**config.mk**
```make
export PLATFORM = sky130hd
export DESIGN_NAME = two_byte_delta_compressor
export DESIGN_NICKNAME = d
export VERILOG_FILES = /design/src/hw/rtl/tbdc_pkg.sv /design/src/hw/rtl/tbdc_front.sv /design/src/hw/rtl/tbdc_queue.sv /design/src/hw/rtl/tbdc_back.sv /design/src/hw/rtl/two_byte_delta_compressor.sv
export SDC_FILE = /design/constraint.sdc
export NUM_CORES = 1
export LEC_CHECK = 0
export BUFFER_PORTS_ARGS = -buffer_cell sky130_fd_sc_hd__buf_2
export CORE_MARGIN = 1.5
export CORE_UTILIZATION = 43
export DETAILED_ROUTE_END_ITERATION = 7
export PLACE_DENSITY_LB_ADDON = 0.08
export SYNTH_ARGS = -nofsm -noshare
export SYNTH_HDL_FRONTEND = slang
export SYNTH_SLANG_ARGS = --single-unit
```
**constraint.sdc**
```tcl
create_clock -name aclk -period 6.6 [get_ports aclk]
set_input_delay 0.33 -clock aclk [delete_from_list [all_inputs] [get_ports aclk]]
set_output_delay 0.33 -clock aclk [all_outputs]
set_load 0.02 [all_outputs]
```
**src/hw/rtl/tbdc_pkg.sv**
```systemverilog
// ----------------------------------------------------------------------------
// tbdc_pkg
// Shared types and constants of the two-byte delta compressor.
// ----------------------------------------------------------------------------
package tbdc_pkg;

    localparam int BYTE_W       = 8;
    localparam int NUM_BYTES    = 3;
    localparam int IDX_W        = 2;
    localparam int QUEUE_DEPTH  = 2;

    localparam logic [BYTE_W-1:0] COMMON_CODE_RESET = 8'h03;
    localparam logic [BYTE_W-1:0] FLAG_BASE         = 8'h80;
    localparam logic [BYTE_W-1:0] COMPACT_MASK      = 8'h7F;
    localparam logic [BYTE_W-1:0] SMALL_POS_MAX     = 8'd63;
    localparam logic [BYTE_W-1:0] SMALL_NEG_MIN     = 8'd193;

    typedef enum logic [1:0] {
        KIND_HEADER   = 2'd0,
        KIND_COMPACT  = 2'd1,
        KIND_EXTENDED = 2'd2
    } kind_t;

    typedef struct packed {
        logic [NUM_BYTES-1:0][BYTE_W-1:0] bytes;
        logic [IDX_W-1:0]                 last_idx;
        kind_t                            kind;
    } entry_t;

endpackage

```
**src/hw/rtl/tbdc_front.sv**
```systemverilog
// ----------------------------------------------------------------------------
// tbdc_front
// Accepts samples, computes the deltas against the previous sample and
// forms the complete byte group of each sample as one queue entry.
// ----------------------------------------------------------------------------
module tbdc_front (
    input  logic                        aclk,
    input  logic                        aresetn,
    input  logic                        in_valid,
    input  logic [tbdc_pkg::BYTE_W-1:0] in_first,
    input  logic [tbdc_pkg::BYTE_W-1:0] in_second,
    input  logic                        in_restart,
    input  logic [tbdc_pkg::BYTE_W-1:0] common_code,
    input  logic                        q_full,
    output logic                        in_ready,
    output logic                        q_push,
    output tbdc_pkg::entry_t            q_entry
);

    logic [tbdc_pkg::BYTE_W-1:0] prev_first_reg;
    logic [tbdc_pkg::BYTE_W-1:0] prev_second_reg;
    logic                        have_prev_reg;
    logic [tbdc_pkg::BYTE_W-1:0] d1;
    logic [tbdc_pkg::BYTE_W-1:0] d2;
    logic                        nz1;
    logic                        nz2;
    logic                        small_d1;
    logic                        accept;

    assign in_ready = !q_full;
    assign accept   = in_valid && in_ready;
    assign q_push   = accept;

    assign d1       = in_first - prev_first_reg;
    assign d2       = in_second - prev_second_reg;
    assign nz1      = (d1 != '0);
    assign nz2      = (d2 != '0);
    assign small_d1 = (d1 <= tbdc_pkg::SMALL_POS_MAX) || (d1 >= tbdc_pkg::SMALL_NEG_MIN);

    always_comb begin
        q_entry = '0;
        if (in_restart || !have_prev_reg) begin
            q_entry.bytes[0] = common_code;
            q_entry.bytes[1] = in_first;
            q_entry.bytes[2] = in_second;
            q_entry.last_idx = 2'd2;
            q_entry.kind     = tbdc_pkg::KIND_HEADER;
        end else if ((in_second == common_code) && small_d1) begin
            q_entry.bytes[0] = d1 & tbdc_pkg::COMPACT_MASK;
            q_entry.last_idx = 2'd0;
            q_entry.kind     = tbdc_pkg::KIND_COMPACT;
        end else begin
            q_entry.bytes[0] = tbdc_pkg::FLAG_BASE | {6'd0, nz2, nz1};
            q_entry.bytes[1] = nz1 ? d1 : d2;
            q_entry.bytes[2] = d2;
            q_entry.last_idx = {1'b0, nz1} + {1'b0, nz2};
            q_entry.kind     = tbdc_pkg::KIND_EXTENDED;
        end
    end

    always_ff @(posedge aclk) begin
        if (!aresetn) begin
            prev_first_reg  <= '0;
            prev_second_reg <= '0;
            have_prev_reg   <= 1'b0;
        end else if (accept) begin
            prev_first_reg  <= in_first;
            prev_second_reg <= in_second;
            have_prev_reg   <= 1'b1;
        end
    end

endmodule

```
**src/hw/rtl/tbdc_queue.sv**
```systemverilog
// ----------------------------------------------------------------------------
// tbdc_queue
// Short first-in first-out queue of byte groups between front and back.
// ----------------------------------------------------------------------------
module tbdc_queue #(
    parameter int DEPTH = tbdc_pkg::QUEUE_DEPTH
) (
    input  logic             aclk,
    input  logic             aresetn,
    input  logic             push,
    input  tbdc_pkg::entry_t push_entry,
    input  logic             pop,
    output tbdc_pkg::entry_t head_entry,
    output logic             empty,
    output logic             full
);

    localparam int PTR_W = (DEPTH > 1) ? $clog2(DEPTH) : 1;
    localparam int CNT_W = $clog2(DEPTH + 1);
    localparam logic [PTR_W-1:0] PTR_LAST = PTR_W'(DEPTH - 1);
    localparam logic [CNT_W-1:0] CNT_FULL = CNT_W'(DEPTH);

    tbdc_pkg::entry_t slots [DEPTH];
    logic [PTR_W-1:0] wr_ptr_reg;
    logic [PTR_W-1:0] rd_ptr_reg;
    logic [CNT_W-1:0] count_reg;
    logic [CNT_W-1:0] count_next;
    logic             do_push;
    logic             do_pop;

    assign empty      = (count_reg == '0);
    assign full       = (count_reg == CNT_FULL);
    assign do_push    = push && !full;
    assign do_pop     = pop && !empty;
    assign head_entry = slots[rd_ptr_reg];

    always_comb begin
        count_next = count_reg;
        if (do_push && !do_pop) begin
            count_next = count_reg + 1'b1;
        end else if (do_pop && !do_push) begin
            count_next = count_reg - 1'b1;
        end
    end

    always_ff @(posedge aclk) begin
        if (do_push) begin
            slots[wr_ptr_reg] <= push_entry;
        end
    end

    always_ff @(posedge aclk) begin
        if (!aresetn) begin
            wr_ptr_reg <= '0;
            rd_ptr_reg <= '0;
            count_reg  <= '0;
        end else begin
            count_reg <= count_next;
            if (do_push) begin
                wr_ptr_reg <= (wr_ptr_reg == PTR_LAST) ? '0 : wr_ptr_reg + 1'b1;
            end
            if (do_pop) begin
                rd_ptr_reg <= (rd_ptr_reg == PTR_LAST) ? '0 : rd_ptr_reg + 1'b1;
            end
        end
    end

endmodule

```
**src/hw/rtl/tbdc_back.sv**
```systemverilog
// ----------------------------------------------------------------------------
// tbdc_back
// Takes byte groups from the queue and sends them out one byte per beat.
// ----------------------------------------------------------------------------
module tbdc_back (
    input  logic                        aclk,
    input  logic                        aresetn,
    input  tbdc_pkg::entry_t            head_entry,
    input  logic                        q_empty,
    output logic                        q_pop,
    output logic                        out_valid,
    input  logic                        out_ready,
    output logic [tbdc_pkg::BYTE_W-1:0] out_byte,
    output logic                        out_last,
    output tbdc_pkg::kind_t             out_kind
);

    tbdc_pkg::entry_t             cur_reg;
    logic                         busy_reg;
    logic                         busy_next;
    logic [tbdc_pkg::IDX_W-1:0]   idx_reg;
    logic [tbdc_pkg::IDX_W-1:0]   idx_next;
    logic                         at_last;
    logic                         load;

    assign at_last   = (idx_reg == cur_reg.last_idx);
    assign out_valid = busy_reg;
    assign out_byte  = cur_reg.bytes[idx_reg];
    assign out_last  = at_last;
    assign out_kind  = cur_reg.kind;

    always_comb begin
        load      = 1'b0;
        busy_next = busy_reg;
        idx_next  = idx_reg;
        if (!busy_reg || (out_ready && at_last)) begin
            load      = !q_empty;
            busy_next = !q_empty;
            idx_next  = '0;
        end else if (out_ready) begin
            idx_next = idx_reg + 1'b1;
        end
    end

    assign q_pop = load;

    always_ff @(posedge aclk) begin
        if (load) begin
            cur_reg <= head_entry;
        end
    end

    always_ff @(posedge aclk) begin
        if (!aresetn) begin
            busy_reg <= 1'b0;
            idx_reg  <= '0;
        end else begin
            busy_reg <= busy_next;
            idx_reg  <= idx_next;
        end
    end

endmodule

```
**src/hw/rtl/two_byte_delta_compressor.sv**
```systemverilog
// ----------------------------------------------------------------------------
// two_byte_delta_compressor
// Turns a stream of two-byte samples into a delta-coded byte stream.
//
//   Channel   Direction  tdata                              tuser / tlast
//   s_        in         [7:0] sample_first, [15:8] second  tuser: restart
//   m_        out        [7:0] out_byte                     tuser: kind, tlast
//   cfg_      in         [7:0] common_code                  -
//
// A sample takes one to three output beats, one byte per cycle while m_tready is high,
// so the output channel sets the rate.
// The front classifies a sample in the cycle it is accepted; the entry is written
// to a queue slot, then loaded into the back's cur_reg before it is sent.
// A full queue stalls the input; a stalled output only fills the queue.
// Reset is synchronous and clears the previous sample and the queue.
// ----------------------------------------------------------------------------
module two_byte_delta_compressor #(
    parameter int QUEUE_DEPTH = tbdc_pkg::QUEUE_DEPTH
) (
    input  logic        aclk,
    input  logic        aresetn,
    input  logic        s_tvalid,
    output logic        s_tready,
    input  logic [15:0] s_tdata,   // sample_first [7:0], sample_second [15:8]
    input  logic        s_tuser,   // restart
    output logic        m_tvalid,
    input  logic        m_tready,
    output logic [7:0]  m_tdata,   // out_byte [7:0]
    output logic [1:0]  m_tuser,   // format_kind [1:0]
    output logic        m_tlast,
    input  logic        cfg_valid,
    output logic        cfg_ready,
    input  logic [7:0]  cfg_data   // common_code [7:0]
);

    logic [tbdc_pkg::BYTE_W-1:0] common_code_reg;
    logic                        q_push;
    logic                        q_pop;
    logic                        q_empty;
    logic                        q_full;
    tbdc_pkg::entry_t            push_entry;
    tbdc_pkg::entry_t            head_entry;
    tbdc_pkg::kind_t             out_kind;

    assign cfg_ready = 1'b1;
    assign m_tuser   = out_kind;

    always_ff @(posedge aclk) begin
        if (!aresetn) begin
            common_code_reg <= tbdc_pkg::COMMON_CODE_RESET;
        end else if (cfg_valid && cfg_ready) begin
            common_code_reg <= cfg_data;
        end
    end

    tbdc_front u_front (
        .aclk        (aclk),
        .aresetn     (aresetn),
        .in_valid    (s_tvalid),
        .in_first    (s_tdata[7:0]),
        .in_second   (s_tdata[15:8]),
        .in_restart  (s_tuser),
        .common_code (common_code_reg),
        .q_full      (q_full),
        .in_ready    (s_tready),
        .q_push      (q_push),
        .q_entry     (push_entry)
    );

    tbdc_queue #(
        .DEPTH (QUEUE_DEPTH)
    ) u_queue (
        .aclk       (aclk),
        .aresetn    (aresetn),
        .push       (q_push),
        .push_entry (push_entry),
        .pop        (q_pop),
        .head_entry (head_entry),
        .empty      (q_empty),
        .full       (q_full)
    );

    tbdc_back u_back (
        .aclk       (aclk),
        .aresetn    (aresetn),
        .head_entry (head_entry),
        .q_empty    (q_empty),
        .q_pop      (q_pop),
        .out_valid  (m_tvalid),
        .out_ready  (m_tready),
        .out_byte   (m_tdata),
        .out_last   (m_tlast),
        .out_kind   (out_kind)
    );

    a_reset_idle: assert property (@(posedge aclk)
        !aresetn |=> !m_tvalid)
        else $error("output beat valid right after reset");

    a_compact_single: assert property (@(posedge aclk) disable iff (!aresetn)
        (m_tvalid && (out_kind == tbdc_pkg::KIND_COMPACT)) |-> (m_tlast && !m_tdata[7]))
        else $error("compact byte must be a single beat with bit 7 clear");

    a_pop_nonempty: assert property (@(posedge aclk) disable iff (!aresetn)
        q_pop |-> !q_empty)
        else $error("queue popped while empty");

    a_stall_hold: assert property (@(posedge aclk) disable iff (!aresetn)
        (m_tvalid && !m_tready) |=> (m_tvalid && $stable(m_tdata) && $stable(m_tlast)))
        else $error("stalled output beat changed");

endmodule
```
==> flow_summary_export.csv <==
group,metric,value,unit
setup_path,rr_startpoint,"u_front.prev_first_reg[0]$_SDFFE_PN0P_",
global_route,track_usage,18.9,%
global_route,grt_pass1_vias,3411,
timing,drv_slew,0,
power_and_ir_drop,ir_drop,0.000114,V
timing,rsz0062_at_grt,"false",
floorplanning,die_x,116,um
global_route,grt_pass1_wl,18400,um
routing,final_antenna_net_count,0,
timing,period_share,48.7,%
logic_synthesis,synth_top_area_share,45.5,%
power_and_ir_drop,clkPwrFrac,35.2,%
logic_synthesis,yosysSeqAreaShare,57.1,%
logic_synthesis,yosysTopAreaCell,"edfxtp_1",
setup_path,cp.required,6.73,ns
clock_tree,ctsResizeCount,0,
timing,fin_skew,0.00618,ns
timing,worst_pin_slew,0.876,ns
status,status,"finished, final reports clean",
power_and_ir_drop,pwr_density_cell,390,nW/um^2
timing,hold_ws,0.136,ns
logic_synthesis,synth_compound_area_share,11.8,%
floorplanning,dieArea,13600,um^2
cells_and_area,drive_gt1_share,22.7,%
routing,routed_wl,11800,um
routing,post_drt_wl_per_cell,16.9,um
power_and_ir_drop,share_seq_of_total_power,40.7,%
clock_tree,cts_tree,"built",
routing,drt-pass1-iter-count,4,
place,dp_hpwl,8390,um
hold_path,min-delay-start,"cfg_data[0]",
logic_synthesis,syn-num-nets,512,
logic_synthesis,post_synth_num_cell_types,60,
global_route,grt_antenna_before_repair,0,
routing,routed_via_density,5.05,
hold_path,hp-class,"in2reg",
logic_synthesis,syn-mean-instance-area,11.9,um^2
timing,hold_viol,0,
cells_and_area,areaGrowthSynthToFinish,17.5,%
timing,slew_headroom,41.5,%
setup_path,start_kind,"register",
clock_tree,root_buffer,"clkbuf_16",
place,dp_cells,665,
clock_tree,numCtsBuffers,17,
timing,finalSetupViolations,0,
setup_path,crit_fanout,9,
logic_synthesis,synth_area_leaders,"edfxtp_1 (46%), dfxtp_1 (12%), mux2_2 (5.7%), nand2_1 (4.3%), ha_1 (3.6%)",
cells_and_area,utilization,51.8,%
cells_and_area,largest_reg_flops,56,
clock_tree,clk_latency,0.41,ns
cells_and_area,final_cells,697,
logic_synthesis,synth_top_family_by_area,"compound AO/OA/AOI/OAI gates",
timing,period_minus_slack,3.21,ns
logic_synthesis,syn_area,5540,um^2
power_and_ir_drop,internal-power,1.81,mW
global_route,grt_start_max_net_pins,32,
logic_synthesis,synthFlopType,"edfxtp_1",
power_and_ir_drop,power.share.combinational,24.1,%
power_and_ir_drop,swShare,28.7,%
floorplanning,rows,41,
timing,final.setup.tns,0,ns
run,max_cap_violations,0,
logic_synthesis,synth-seq-cells,116,
power_and_ir_drop,power_leakage,2.40,nW
timing,fmax,311,MHz
routing,vias,3521,
clock_tree,post_cts_buffers,0,
cells_and_area,seqCellArea,3160,um^2
clock_tree,cts_hold_buf,0,
global_route,grt_overflow,0,
routing,drcViolationCount,0,
place,io_buffers,42,
cells_and_area,final_common_cell,"edfxtp_1",
power_and_ir_drop,p_switching,0.729,mW
logic_synthesis,ys_warn_count,0,
clock_tree,cts_buffer_depth,2,
floorplanning,dieHeight,116,um
logic_synthesis,netlist_instances,464,
logic_synthesis,synthArstFlopShare,0,%
cells_and_area,fillers,1152,
cells_and_area,multiInputGateArea,2200,um^2
routing,drt_iter0_markers,234,
clock_tree,htree_levels,4,
cells_and_area,layout_common_cells,"edfxtp_1 (84), nand2_1 (64), buf_2 (42)",
logic_synthesis,synth-xor-area-share,3.95,%
floorplanning,fp.coreArea,12600,um^2
floorplanning,io_pins,44,
floorplanning,initial_utilization,44.1,%
place,place.gp.congestion,0.838,
logic_synthesis,synthSimpleGateAreaFrac,10.3,%
cells_and_area,nets,560,
logic_synthesis,synth_edf_count,84,
logic_synthesis,synth_fa_ha_area_share,4.34,%
setup_path,cp.arrival,3.34,ns
cells_and_area,insertedDiodeCount,0,
setup_path,crit_start,"u_front.prev_first_reg[0]$_SDFFE_PN0P_",
clock_tree,cts.sinks,116,
logic_synthesis,muxShareOfSynthArea,8.95,%
setup_path,critPathKind,"reg2reg",
setup_path,crit_path_end_kind,"register",
clock_tree,clk_pin_slew,0.05,ns
==> power groups by stage <==
stage | Sequential [mW] | Combinational [mW] | Clock, mW
floorplan | 1.04 | 0.442 | 0
global placement | 1.04 | 0.615 | 0
detailed placement | 1.05 | 0.615 | 0
CTS | 1.03 | 0.619 | 0.910
global route | 1.05 | 0.675 | 0.944
finish | 1.03 | 0.611 | 0.892
==> synthesized netlist by cell type (8+ instances only) <==
cell      number
nand2_1       64
nor2_1        14
o21a_1         8
nor2b_1       10
dfxtp_1       32
a21boi_0      18
ha_1          16
a21oi_1       11
clkbuf_1      13
o21ai_0       26
mux2i_1       18
mux2_2        28
xor2_1        10
xnor2_1       15
inv_1         25
edfxtp_1      84
==> worst paths after layout <==
kind / endpoint / slack [ns] / depth (start not counted)
min: common_code_reg[0]$_SDFFE_PN1P_ / 0.14 / 3
max reg2reg: u_queue.slots[0][9]$_DFFE_PP_ / 3.39 / 10
max: u_queue.slots[0][9]$_DFFE_PP_ / 3.39 / 10
min reg2reg: u_front.prev_first_reg[5]$_SDFFE_PN0P_ / 0.46 / 2
==> cell type report <==
class	instances	area share [%]
Sequential cell	116	48.6
Multi-Input combinational cell	302	33.8
Clock buffer	20	6.71
Timing Repair Buffer	47	3.81
Tap cell	172	3.31
Clock inverter	12	2.11
Inverter	28	1.69
==> metrics by stage <==
| step | area (um^2) | setup slack, ns | power (mW) |
|---|---|---|---|
| floorplan | 5540 | 3.20 | 1.48 |
| global placement | 5930 | 3.32 | 1.66 |
| detailed placement | 5930 | 3.23 | 1.66 |
| CTS | 6510 | 3.38 | 2.56 |
| global route | 6510 | 3.20 | 2.66 |
| finish | 6510 | 3.39 | 2.54 |
==> critical path, cell delays in order, from the launching register on <==
cell	delay, ns
dfxtp_1	0.33
ha_1	0.20
inv_1	0.06
fa_1	0.41
a211oi_2	0.26
o21ai_0	0.14
a21oi_1	0.26
xor2_1	0.45
nor3_1	0.15
o211ai_2	0.46
o21ai_0	0.21
==> routing by layer <==
| metal | track usage [%] | vias to the layer above | wire (um) |
|---|---|---|---|
| li1 | - | 1768 | - |
| met1 | 25.3 | 1680 | 5720 |
| met2 | 29.8 | 56 | 5590 |
| met3 | 4.62 | 17 | 322 |
| met4 | 7.24 | 0 | 181 |
| met5 | 0 | - | 0 |
==> cells by family after synthesis <==
| group | Yosys count |
|---|---|
| multiplexers | 46 |
| adder cells (fa/ha/maj) | 18 |
| buffers and inverters | 46 |
| other | 1 |
| AND/OR/NAND/NOR | 118 |
| XOR/XNOR | 25 |
| AO/OA/AOI/OAI | 94 |
| flip-flops | 116 |
No activity file was read; power rests on OpenSTA's default activity.
